<file path="src/rtl/brb_pkg.sv">
// Shared types and constants for the burst byte ring buffer.
// Used by brb_seq, byte_ring_buffer_burst and brb_chk; depends on nothing.

package brb_pkg;

  localparam int unsigned STORE_BYTES_DEF = 4096;
  localparam int unsigned BURST_BYTES_DEF = 4;

  localparam int unsigned CFG_W  = 13;
  localparam int unsigned LEN_W  = 3;
  localparam int unsigned DATA_W = 32;
  localparam int unsigned USED_W = 13;
  localparam int unsigned LANES  = DATA_W / 8;

  localparam logic [CFG_W-1:0] CAP_RESET = 13'd4096;

  localparam logic OP_PUT = 1'b0;
  localparam logic OP_GET = 1'b1;

  typedef struct packed {
    logic              opcode;
    logic [LEN_W-1:0]  length;
    logic [DATA_W-1:0] write_data;
  } brb_in_t;

  typedef struct packed {
    logic              accepted;
    logic [DATA_W-1:0] read_data;
    logic [USED_W-1:0] used_bytes;
  } brb_out_t;

endpackage

</file>
<file path="src/rtl/brb_seq.sv">
// Burst sequencer: admission check, byte-serial store access, index and fill
// bookkeeping, and the result register. Depends on brb_pkg.

module brb_seq #(
  parameter int unsigned STORE_BYTES = brb_pkg::STORE_BYTES_DEF,
  parameter int unsigned BURST_BYTES = brb_pkg::BURST_BYTES_DEF,
  parameter int unsigned PTR_W       = $clog2(STORE_BYTES),
  parameter int unsigned CNT_W       = $clog2(STORE_BYTES + 1)
) (
  input  logic              clk_i,
  input  logic              rst_ni,
  input  logic              clr_i,
  input  logic [CNT_W-1:0]  cap_i,
  input  logic              start_i,
  input  brb_pkg::brb_in_t  item_i,
  output logic              busy_o,
  output logic              res_valid_o,
  output brb_pkg::brb_out_t res_o,
  output logic              mem_we_o,
  output logic [PTR_W-1:0]  mem_waddr_o,
  output logic [7:0]        mem_wdata_o,
  output logic              mem_re_o,
  output logic [PTR_W-1:0]  mem_raddr_o,
  input  logic [7:0]        mem_rdata_i
);

  typedef enum logic [1:0] {S_IDLE, S_XFER, S_LAST} state_e;

  state_e                      state_q;
  logic                        op_q;
  logic [brb_pkg::LEN_W-1:0]   len_q;
  logic [brb_pkg::LEN_W-1:0]   cnt_q;
  logic [brb_pkg::DATA_W-1:0]  wdata_q;
  logic [brb_pkg::DATA_W-1:0]  rdata_q;
  logic                        ok_q;
  logic                        pend_q;
  logic [brb_pkg::LEN_W-1:0]   plane_q;
  logic [PTR_W-1:0]            widx_q;
  logic [PTR_W-1:0]            ridx_q;
  logic [CNT_W-1:0]            fill_q;
  logic                        res_valid_q;
  brb_pkg::brb_out_t           res_q;

  logic [CNT_W-1:0]            winc;
  logic [CNT_W-1:0]            rinc;
  logic [PTR_W-1:0]            widx_nx;
  logic [PTR_W-1:0]            ridx_nx;
  logic [CNT_W-1:0]            free_bytes;
  logic                        ok;
  logic [CNT_W-1:0]            fill_nx;
  logic [7:0]                  put_byte;
  logic [brb_pkg::DATA_W-1:0]  rdata_m;

  // Indices step by one and wrap to zero at the capacity.
  assign winc    = CNT_W'(widx_q) + CNT_W'(1);
  assign rinc    = CNT_W'(ridx_q) + CNT_W'(1);
  assign widx_nx = (winc >= cap_i) ? '0 : PTR_W'(winc);
  assign ridx_nx = (rinc >= cap_i) ? '0 : PTR_W'(rinc);

  assign free_bytes = cap_i - fill_q;

  always_comb begin
    ok = 1'b0;
    if (32'(item_i.length) <= 32'(BURST_BYTES)) begin
      if (item_i.opcode == brb_pkg::OP_GET) begin
        ok = 32'(item_i.length) <= 32'(fill_q);
      end else begin
        ok = 32'(item_i.length) <= 32'(free_bytes);
      end
    end
  end

  always_comb begin
    if (!ok_q) begin
      fill_nx = fill_q;
    end else if (op_q == brb_pkg::OP_GET) begin
      fill_nx = CNT_W'(32'(fill_q) - 32'(len_q));
    end else begin
      fill_nx = CNT_W'(32'(fill_q) + 32'(len_q));
    end
  end

  // Bytes beyond the carried lanes are stored as zero.
  always_comb begin
    put_byte = '0;
    for (int i = 0; i < brb_pkg::LANES; i++) begin
      if (cnt_q == brb_pkg::LEN_W'(i)) begin
        put_byte = wdata_q[8*i +: 8];
      end
    end
  end

  // Merge the byte returned by last cycle's read into its lane.
  always_comb begin
    rdata_m = rdata_q;
    if (pend_q) begin
      for (int i = 0; i < brb_pkg::LANES; i++) begin
        if (plane_q == brb_pkg::LEN_W'(i)) begin
          rdata_m[8*i +: 8] = mem_rdata_i;
        end
      end
    end
  end

  assign mem_we_o    = (state_q == S_XFER) && (op_q == brb_pkg::OP_PUT);
  assign mem_waddr_o = widx_q;
  assign mem_wdata_o = put_byte;
  assign mem_re_o    = (state_q == S_XFER) && (op_q == brb_pkg::OP_GET);
  assign mem_raddr_o = ridx_q;

  always_ff @(posedge clk_i or negedge rst_ni) begin
    if (!rst_ni) begin
      state_q     <= S_IDLE;
      widx_q      <= '0;
      ridx_q      <= '0;
      fill_q      <= '0;
      pend_q      <= 1'b0;
      res_valid_q <= 1'b0;
      ok_q        <= 1'b0;
      cnt_q       <= '0;
    end else begin
      res_valid_q <= 1'b0;
      pend_q      <= mem_re_o;
      plane_q     <= cnt_q;
      rdata_q     <= rdata_m;
      if (clr_i) begin
        widx_q <= '0;
        ridx_q <= '0;
        fill_q <= '0;
      end
      unique case (state_q)
        S_IDLE: begin
          if (start_i) begin
            op_q    <= item_i.opcode;
            len_q   <= item_i.length;
            wdata_q <= item_i.write_data;
            cnt_q   <= '0;
            ok_q    <= ok;
            rdata_q <= '0;
            state_q <= (ok && item_i.length != '0) ? S_XFER : S_LAST;
          end
        end
        S_XFER: begin
          if (op_q == brb_pkg::OP_GET) begin
            ridx_q <= ridx_nx;
          end else begin
            widx_q <= widx_nx;
          end
          cnt_q <= cnt_q + brb_pkg::LEN_W'(1);
          if (cnt_q == len_q - brb_pkg::LEN_W'(1)) begin
            state_q <= S_LAST;
          end
        end
        S_LAST: begin
          fill_q           <= fill_nx;
          res_valid_q      <= 1'b1;
          res_q.accepted   <= ok_q;
          res_q.read_data  <= rdata_m;
          res_q.used_bytes <= brb_pkg::USED_W'(fill_nx);
          state_q          <= S_IDLE;
        end
        default: begin
          state_q <= S_IDLE;
        end
      endcase
    end
  end

  assign busy_o      = (state_q != S_IDLE);
  assign res_valid_o = res_valid_q;
  assign res_o       = res_q;

endmodule

</file>
<file path="config.mk">
export PLATFORM = sky130hd
export DESIGN_NAME = brb_seq
export DESIGN_NICKNAME = d
export VERILOG_FILES = /design/src/rtl/brb_pkg.sv /design/src/rtl/brb_seq.sv
export SDC_FILE = /design/constraint.sdc
export NUM_CORES = 1
export LEC_CHECK = 0
export ABC_CLOCK_PERIOD_IN_PS = 3400
export BUFFER_PORTS_ARGS = -buffer_cell sky130_fd_sc_hd__buf_2
export CELL_PAD_IN_SITES_DETAIL_PLACEMENT = 1
export CELL_PAD_IN_SITES_GLOBAL_PLACEMENT = 1
export CORE_AREA = 8 8 131 194
export CTS_CLUSTER_SIZE = 16
export DETAILED_ROUTE_END_ITERATION = 8
export DIE_AREA = 0 0 139 202
export PLACE_DENSITY_LB_ADDON = 0.1
export SYNTH_ARGS = -nofsm -noshare
export SYNTH_HDL_FRONTEND = slang
export SYNTH_SLANG_ARGS = --single-unit
</file>
<file path="constraint.sdc">
create_clock -name clk_i -period 3.4 [get_ports clk_i]
set_input_delay 0.68 -clock clk_i [delete_from_list [all_inputs] [get_ports clk_i]]
set_output_delay 0.68 -clock clk_i [all_outputs]
set_load 0.005 [all_outputs]
</file>
==> impl_metrics.tcl, run 1 <==
set metrics [dict create \
    max_freq_mhz 306.1 \
    final_area_um2 10650 \
    n_antenna_cell 0 \
    drt-total-wl_um 25010 \
    cp_common_cell "ha_1" \
    synth-seq-cells 162 \
    hp-class "in -> async" \
    critPathArrivalTime_ns 3.64 \
    dp_hpwl_um 19270 \
    die_x_um 139 \
    clockBufferDepth 2 \
    vias 6503 \
    grt_max_degree 53 \
    root_buffer "clkbuf_16" \
    gp_congestion 0.8691 \
    hold_viol_final 0 \
    path_clk_slew_ns 0.07 \
    cts_sinks 162 \
    crit-reg2reg-launch "len_q[0]" \
    grt_pass1_wl_um 39650 \
    slowest_stage "edfxtp_1" \
    drtIter0Drc 265 \
    end_kind "flip-flop" \
    dr.pass1.iters 4 \
    power.leakage_uw 0.004715 \
    min_period_over_period 0.9609 \
    rsz0062_at_grt "true" \
    cts_buffers 17 \
    yosysMostFrequentCell "edfxtp_1" \
    die_area_um2 28080 \
    drcViolationCount 0 \
    fillCellCount 2444 \
    core_um2 22630 \
    ios 143 \
    cp.required_ns 3.77 \
    num_rows 68 \
    syn_area_um2 8884 \
    cts_tree "yes" \
    ys_warn_count 0 \
    slew_violations 0 \
    nNetsFinal 1039 \
    first_global_vias 7361 \
    skew_ns 0.008162 \
    netlist_instances 750 \
    async_flop_share 0.2778 \
    syn_area_per_cell_um2 11.84 \
    powerDensity_nw_per_um2 704.1 \
    die_h_um 202 \
    grt_overflow 0 \
    status "finished clean" \
    port_buffers 142 \
    worst_slew_pin_slew_ns 0.9470 \
    whs_ns 0.2035 \
    initial_core_util 0.3925 \
    slew_headroom 0.3664 \
    ant_nets 0 \
    crit_fanout 3 \
    yosysTopAreaCell "edfxtp_1" \
    synthTopCellsByArea "edfxtp_1, dfrtp_1, ha_1, mux2_2, and2_1" \
    viasPerCell 5.401 \
    clk_latency_ns 0.44 \
    synth_flop_cell "edfxtp_1" \
    synth_edf_count 117 \
    place_inst 1168 \
    synth_top_area_share 0.3955 \
    place_area_um2 10010 \
    drive_gt1_frac 0.2803 \
    critical_path_class "reg -> reg" \
    period_minus_slack_ns 3.267 \
    cts_htree_levels 4 \
    r2r_cells 13 \
    r2r-end "fill_q[12]" \
    cpPeakStageDelay_ns 0.38 \
    finalSetupViolations 0 \
    vdd_ir_drop_max_v 0.0003446 \
    finalNonFillerCells 1204 \
    synth_cell_types 70 \
    wl_per_cell_um 20.77 \
    timing.max_cap.violations 0 \
    reg2reg_slack_ns 0.13 \
    crit_chain "inv_1, ha_1, ha_1, mux2i_1, ha_1, nor2b_1, o21ai_1, a21boi_2, o31ai_1, a311o_1, mux2i_1, a21oi_1, o21ba_1" \
    synthesis.nets 878 \
    synth-seq-area-share 0.5223 \
    area_delta_synth_final_pct 19.93 \
    antenna_found_initial 0 \
    grt_usage 0.1813 \
    critPathLaunchType "flip-flop" \
    synth_common_cells "edfxtp_1, ha_1, nand2_1" \
]
==> registers in the layout (all words and copies together), names as in the netlist <==
| name | cells |
|---|---|
| fill_q | 13 |
| rdata_q | 32 |
| res_o | 46 |
| res_valid_o | 1 |
| state_q | 2 |
| mem_raddr_o | 12 |
| pend_q | 1 |
| plane_q | 3 |
| cnt_q | 3 |
| op_q | 1 |
| ok_q | 1 |
| len_q | 3 |
| mem_waddr_o | 12 |
| wdata_q | 32 |
==> kinds of logic (layout without fill, tap and decap cells) <==
kind of cell	after synthesis	in the layout	synth area share
buffers and inverters	67	241	0.02859
XOR/XNOR	36	36	0.03549
AO/OA/AOI/OAI	154	154	0.1242
AND/OR/NAND/NOR	212	212	0.1284
adder cells (fa/ha/maj)	67	67	0.09606
flip-flops	162	162	0.5223
multiplexers	52	52	0.06493
==> critical path: cells and delay by family (launching register included) <==
kind	cells	cell delay, ns
AOI/OAI and AO/OA	6	1.35
and+or+nand+nor	1	0.15
DFF	1	0.38
adders and majority gates	3	0.78
buffers and inverters	1	0.09
muxes	2	0.46
==> placed cells by master, fill, tap and decap left out, drive strengths merged, types with 6 or more instances in the layout <==
| cell type | count |
|---|---|
| clkinv | 7 |
| mux2i | 10 |
| nor3b | 10 |
| nand2b | 8 |
| nor4 | 6 |
| nor2b | 15 |
| o21a | 8 |
| dfrtp | 45 |
| edfxtp | 117 |
| a32o | 7 |
| clkbuf | 18 |
| nand2 | 51 |
| o21ai | 41 |
| xor2 | 19 |
| xnor2 | 17 |
| a21o | 15 |
| nand3 | 18 |
| nor2 | 36 |
| a21oi | 20 |
| buf | 161 |
| inv | 51 |
| ha | 65 |
| and2 | 37 |
| mux2 | 42 |
| a22o | 13 |
| and3 | 11 |
| a22oi | 8 |
==> timing repair <==
item                       in CTS  in global routing
setup buffers                   0                  4
resized for setup               0                  6
hold buffers                    0                  0
setup endpoints to repair       0                 20
==> power by group <==
part           switching, uW  internal [uW]
Combinational           1570           1190
Sequential               239           2580
Clock                    830           1090
==> worst max path at each step <==
stage | start | endpoint | slack (ns) | cells past startpoint
finish | len_q[0] | fill_q[12] | 0.13 | 13
global route | len_q[0] | fill_q[12] | -0.10 | 13
CTS | mem_waddr_o[1] | mem_waddr_o[2] | 0.08 | 15
detailed placement | cap_i[0] | state_q[0] | -0.18 | 13
global placement | cap_i[0] | state_q[0] | -0.11 | 13
floorplan | cap_i[0] | state_q[0] | 0.22 | 12
==> per-stage QoR <==
| stage | power (uW) | setup WS (ns) | utilization | setup TNS (ns) |
|---|---|---|---|---|
| final | 7502 | 0.1330 | 0.4708 | 0 |
| after global routing | 7978 | -0.1030 | 0.4708 | -0.3010 |
| after CTS | 7602 | 0.08438 | 0.4683 | 0 |
| after detailed placement | 5645 | -0.1832 | 0.4424 | -0.3961 |
| after global placement | 5503 | -0.1082 | 0.4424 | -0.1606 |
| after floorplan | 4632 | 0.2228 | - | 0 |
==> final cells by class <==
| type | instances | area (um2) | area share |
|---|---|---|---|
| clock buffer | 18 | 429.2 | 0.04028 |
| clock inverter | 14 | 156.4 | 0.01468 |
| inverter | 48 | 180.2 | 0.01691 |
| multi-input combinational | 521 | 4018 | 0.3771 |
| sequential | 162 | 4639 | 0.4355 |
| tap | 280 | 350.3 | 0.03288 |
| timing repair buffer | 161 | 880.8 | 0.08268 |
==> per-layer routing <==
layer,vias to the layer above,wire (um),track usage
met3,36,891,0.04015
met2,139,14060,0.3518
met1,3249,9281,0.1778
li1,3079,-,-
met4,0,774,0.08461
met5,-,0,0
No activity file was read; power rests on OpenSTA's default activity.
==> run 2, diff against run 1 <==
Settings changed: PLACE_DENSITY_LB_ADDON 0.1 to 0.05, SLEW_MARGIN from default to 20.
==> run 2 against run 1 <==
Cell area down 0.19%. Count of clock-buffer cells in the layout up 1. Worst hold slack better by 0.16 ns. Via count down 1.5%. Final cell count up 0.17%. Power about the same. Critical endpoint is now res_o[8].
==> impl_metrics.tcl, run 2 (synthesized netlist as in run 1, its figures left out) <==
set metrics [dict create \
    wl_per_cell_um 21.00 \
    critPathLaunchType "flip-flop" \
    place_inst 1171 \
    finalNonFillerCells 1206 \
    min_period_over_period 0.9395 \
    die_x_um 139 \
    cts_tree "yes" \
    drive_gt1_frac 0.2811 \
    vias 6408 \
    nNetsFinal 1040 \
    critical_path_class "reg -> reg" \
    antenna_found_initial 1 \
    initial_core_util 0.3925 \
    largest_reg_flops 46 \
    r2r_cells 13 \
    hp-class "in -> async" \
    crit_fanout 3 \
    area_delta_synth_final_pct 19.70 \
    first_global_vias 7130 \
    clk_latency_ns 0.43 \
    die_h_um 202 \
    port_buffers 142 \
    root_buffer "clkbuf_16" \
    slew_violations 0 \
    finalSetupViolations 0 \
    powerDensity_nw_per_um2 705.3 \
    die_area_um2 28080 \
    end_kind "flip-flop" \
    cp.required_ns 3.59 \
    num_rows 68 \
    cts_sinks 162 \
    fillCellCount 2445 \
    drtIter0Drc 222 \
    viasPerCell 5.313 \
    cts_buffers 17 \
    grt_pass1_wl_um 39590 \
    grt_usage 0.1833 \
    slew_headroom 0.3953 \
    power.leakage_uw 0.004704 \
    max_freq_mhz 313.1 \
    drt-total-wl_um 25330 \
    ios 143 \
    final_common_cell "buf_2" \
    critPathArrivalTime_ns 3.38 \
    path_clk_slew_ns 0.07 \
    clockBufferDepth 2 \
    rsz0062_at_grt "false" \
    grt_overflow 0 \
    vdd_ir_drop_max_v 0.0003468 \
    timing.max_cap.violations 0 \
    dp_hpwl_um 19710 \
    hold_buffers 0 \
    grt_max_degree 45 \
    dr.pass1.iters 4 \
    hold_viol_final 0 \
    period_minus_slack_ns 3.194 \
    worst_slew_pin_slew_ns 0.9038 \
    drcViolationCount 0 \
    skew_ns 0.008195 \
    layout_common_cells "buf_2, edfxtp_1, ha_1" \
    core_um2 22630 \
    cts_htree_levels 4 \
    ant_nets 0 \
    gp_congestion 0.8246 \
    total_power_uw 7500 \
    status "finished clean" \
]
run 2: path summary, 6_finish.rpt:
kind                                  from               to  slack [ns]
setup / recovery                  len_q[0]         res_o[8]        0.21
hold / removal                      rst_ni       fill_q[11]        0.36
setup reg to reg                  len_q[0]         res_o[8]        0.21
hold reg to reg            mem_raddr_o[11]  mem_raddr_o[11]        0.53
max in group asynchronous           rst_ni       state_q[0]        2.60
min in group clk_i              item_i[10]      wdata_q[10]        0.42
run 2: area by class of cell:
| type | instances | area [um2] | share of cell area |
|---|---|---|---|
| clock inverter | 13 | 125.1 | 0.01177 |
| inverter | 48 | 180.2 | 0.01694 |
| tap | 280 | 350.3 | 0.03295 |
| antenna | 1 | 2.502 | 0.0002353 |
| multi-input combinational | 521 | 4018 | 0.3778 |
| clock buffer | 19 | 442.9 | 0.04165 |
| sequential | 162 | 4639 | 0.4363 |
| timing repair buffer | 162 | 875.8 | 0.08236 |
run 2: worst max-delay path, cell delays in order, from the launching register on:
cell and delay [ns]:
edfxtp_1 0.39, inv_1 0.08, ha_1 0.20, ha_1 0.30
mux2i_1 0.14, ha_1 0.28, nor2b_1 0.14, o21ai_1 0.18
a21boi_2 0.10, o21ai_0 0.24, a21boi_0 0.13, o21a_1 0.19
or3_1 0.33, a31o_2 0.26
run 2: layer usage:
| metal | routed length (um) | part of all wire | vias up | track usage |
|---|---|---|---|---|
| li1 | - | - | 3080 | - |
| met3 | 917 | 0.036 | 27 | 0.04086 |
| met5 | 0 | 0 | - | 0 |
| met1 | 8933 | 0.35 | 3189 | 0.1713 |
| met4 | 752 | 0.030 | 0 | 0.07713 |
| met2 | 14720 | 0.58 | 112 | 0.3696 |
run 2: timing repair:
item                                    CTS  global route
resized for setup                         0             5
buffers inserted                          0             2
endpoints found under the setup margin    0            20
run 2: where the power goes:
part / switching [uW] / internal [uW] / leakage (uW) / total (uW)
Combinational: 1590 / 1210 / 0.00271 / 2800
Clock: 839 / 1040 / 0.000270 / 1880
Sequential: 234 / 2580 / 0.00172 / 2820
Total: 2670 / 4830 / 0.00470 / 7500
run 2: stage by stage:
stage            util  instance area, um2  setup TNS [ns]  worst slack (ns)  hold WS, ns
2_1_floorplan       -                8884               0            0.2228       0.3844
3_3_place_gp   0.4428               10020         -0.1331          -0.09223       0.5107
3_5_place_dp   0.4428               10020         -0.3752           -0.1880       0.5155
4_1_cts        0.4679               10590               0           0.08464       0.3706
5_1_grt        0.4698               10630               0          0.005863       0.3998
6_report       0.4699               10630               0            0.2057       0.3604
==> run 3, diff against run 2 <==
Settings changed: CORE_AREA 8 8 131 194 to 2 2 125 188, DIE_AREA 0 0 139 202 to 0 0 127 190, SLEW_MARGIN 20 to default.
==> run 3 against run 2 <==
Clock skew grew 0.0033 ns. Largest power group unchanged. Die area fell by 14%. Sequential power about the same. Register-to-register slack hardly changed. Final cell count about the same. Critical path type unchanged. Global-route usage up 2.8 points. Clock power increased by 5%. Largest cell class unchanged. Critical endpoint is now mem_raddr_o[7]. Sequential share of layout area down 0.077 points. Wire length decreased by 2.0%.
==> impl_metrics.tcl, run 3 (synthesized netlist as in run 1, its figures left out) <==
set metrics [dict create \
    status "finished clean" \
    vias 6438 \
    initial_core_util 0.3925 \
    multi_input_area_um2 4016 \
    num_rows 68 \
    grt_pass1_wl_um 38430 \
    clk_latency_ns 0.44 \
    fin_util 0.4707 \
    place_inst 1172 \
    cp.required_ns 3.72 \
    grt_max_degree 47 \
    cts_sinks 162 \
    cpPeakStageDelay_ns 0.43 \
    crit_family "compound AO/OA/AOI/OAI gates" \
    critPathLaunchType "flip-flop" \
    grt_usage 0.2113 \
    path_buf_inv 0 \
    rsz0062_at_grt "false" \
    gp_congestion 0.8146 \
    drtIter0Drc 197 \
    worst_slew_pin_slew_ns 0.9296 \
    max_freq_mhz 311.7 \
    ios 143 \
    layout_common_cells "buf_2, edfxtp_1, ha_1" \
    die_h_um 190 \
    hold_buffers 0 \
    drive_gt1_frac 0.2811 \
    dr.pass1.iters 4 \
    clockBufferDepth 2 \
    cts_htree_levels 4 \
    fillCellCount 2438 \
    die_area_um2 24130 \
    critPathArrivalTime_ns 3.52 \
    finalSetupViolations 0 \
    drcViolationCount 0 \
    viasPerCell 5.343 \
    final_common_cell "buf_2" \
    n_antenna_cell 0 \
    timing.max_cap.violations 0 \
    slew_headroom 0.3780 \
    wl_per_cell_um 20.60 \
    drt-total-wl_um 24830 \
    crit_fanout 15 \
    skew_ns 0.01150 \
    power.leakage_uw 0.004715 \
    hp-class "in -> async" \
    end_kind "flip-flop" \
    critical_path_class "reg -> reg" \
    vdd_ir_drop_max_v 0.0002780 \
    finalNonFillerCells 1205 \
    die_x_um 127 \
    layout.area.seq_um2 4639 \
    slew_violations 0 \
    nNetsFinal 1040 \
    antenna_found_initial 0 \
    cts_buffers 17 \
    core_um2 22630 \
    ant_nets 0 \
    root_buffer "clkbuf_16" \
    period_minus_slack_ns 3.208 \
    grt_overflow 0 \
    cts_tree "yes" \
    largest_reg_flops 46 \
    first_global_vias 7077 \
    min_period_over_period 0.9435 \
    dp_hpwl_um 19180 \
    powerDensity_nw_per_um2 712.8 \
    path_clk_slew_ns 0.07 \
    crit_chain "ha_1, nand3_1, nor2_1, nand3_1, nor2_1, xor2_1, ha_1, nand4_1, a211oi_1, o221ai_4, a31oi_1, mux2i_1" \
    area_delta_synth_final_pct 19.92 \
    port_buffers 142 \
    slowest_stage "dfrtp_1" \
    hold_viol_final 0 \
]
==> run 3: cell count changes in the layout (fill, tap and decap cells not counted), sizes merged <==
cell	previous run	this run
bufinv	1	2
clkbuf	19	18
diode	1	0
==> run 3: final timing paths <==
| path | startpoint | end | slack, ns | cells past startpoint |
|---|---|---|---|---|
| worst max-delay path | mem_raddr_o[1] | mem_raddr_o[7] | 0.19 | 12 |
| worst min-delay path | rst_ni | fill_q[7] | 0.16 | 1 |
| worst max register to register | mem_raddr_o[1] | mem_raddr_o[7] | 0.19 | 12 |
| worst min register to register | mem_raddr_o[11] | mem_raddr_o[11] | 0.53 | 1 |
| max in group asynchronous | rst_ni | fill_q[6] | 2.38 | 2 |
| min in group clk_i | item_i[18] | wdata_q[18] | 0.42 | 1 |
==> run 3: what timing repair did <==
item | 4_1_cts | 5_1_grt
setup endpoints to repair | 0 | 15
resized for setup | 0 | 5
buffers inserted | 0 | 1
==> run 3: through the flow <==
| step | TNS [ns] | total power (uW) | instance area (um2) | setup WS, ns | hold WS (ns) |
|---|---|---|---|---|---|
| finish | 0 | 7594 | 10650 | 0.1922 | 0.1623 |
| global route | 0 | 8084 | 10650 | 0.002479 | 0.1571 |
| CTS | 0 | 7711 | 10620 | 0.1182 | 0.1508 |
| detailed placement | -0.2169 | 5699 | 10020 | -0.1258 | 0.5157 |
| global placement | -0.1062 | 5587 | 10020 | -0.07954 | 0.5147 |
| floorplan | 0 | 4632 | 8884 | 0.2228 | 0.3844 |
==> run 3: power breakdown <==
group / total, uW / switching, uW / internal [uW]
combinational: 2810 / 1610 / 1200
sequential: 2810 / 229 / 2590
clock: 1970 / 864 / 1110
total: 7590 / 2700 / 4890
==> run 3: cell type report <==
cell class                      instances  area share
Timing Repair Buffer                  162     0.08104
Sequential cell                       162      0.4355
Tap cell                              280     0.03289
Clock inverter                         14     0.01633
Inverter                               48     0.01691
Clock buffer                           18     0.04029
Multi-Input combinational cell        521      0.3770
==> run 3: routing by layer <==
layer / global-route usage / wire length, um / share of wire / vias to the layer above
li1: - / - / - / 3092
met1: 0.2051 / 8557 / 0.34 / 3162
met2: 0.4227 / 14520 / 0.58 / 141
met3: 0.03712 / 808 / 0.033 / 43
met4: 0.09806 / 947 / 0.038 / 0
met5: 0 / 0 / 0 / -
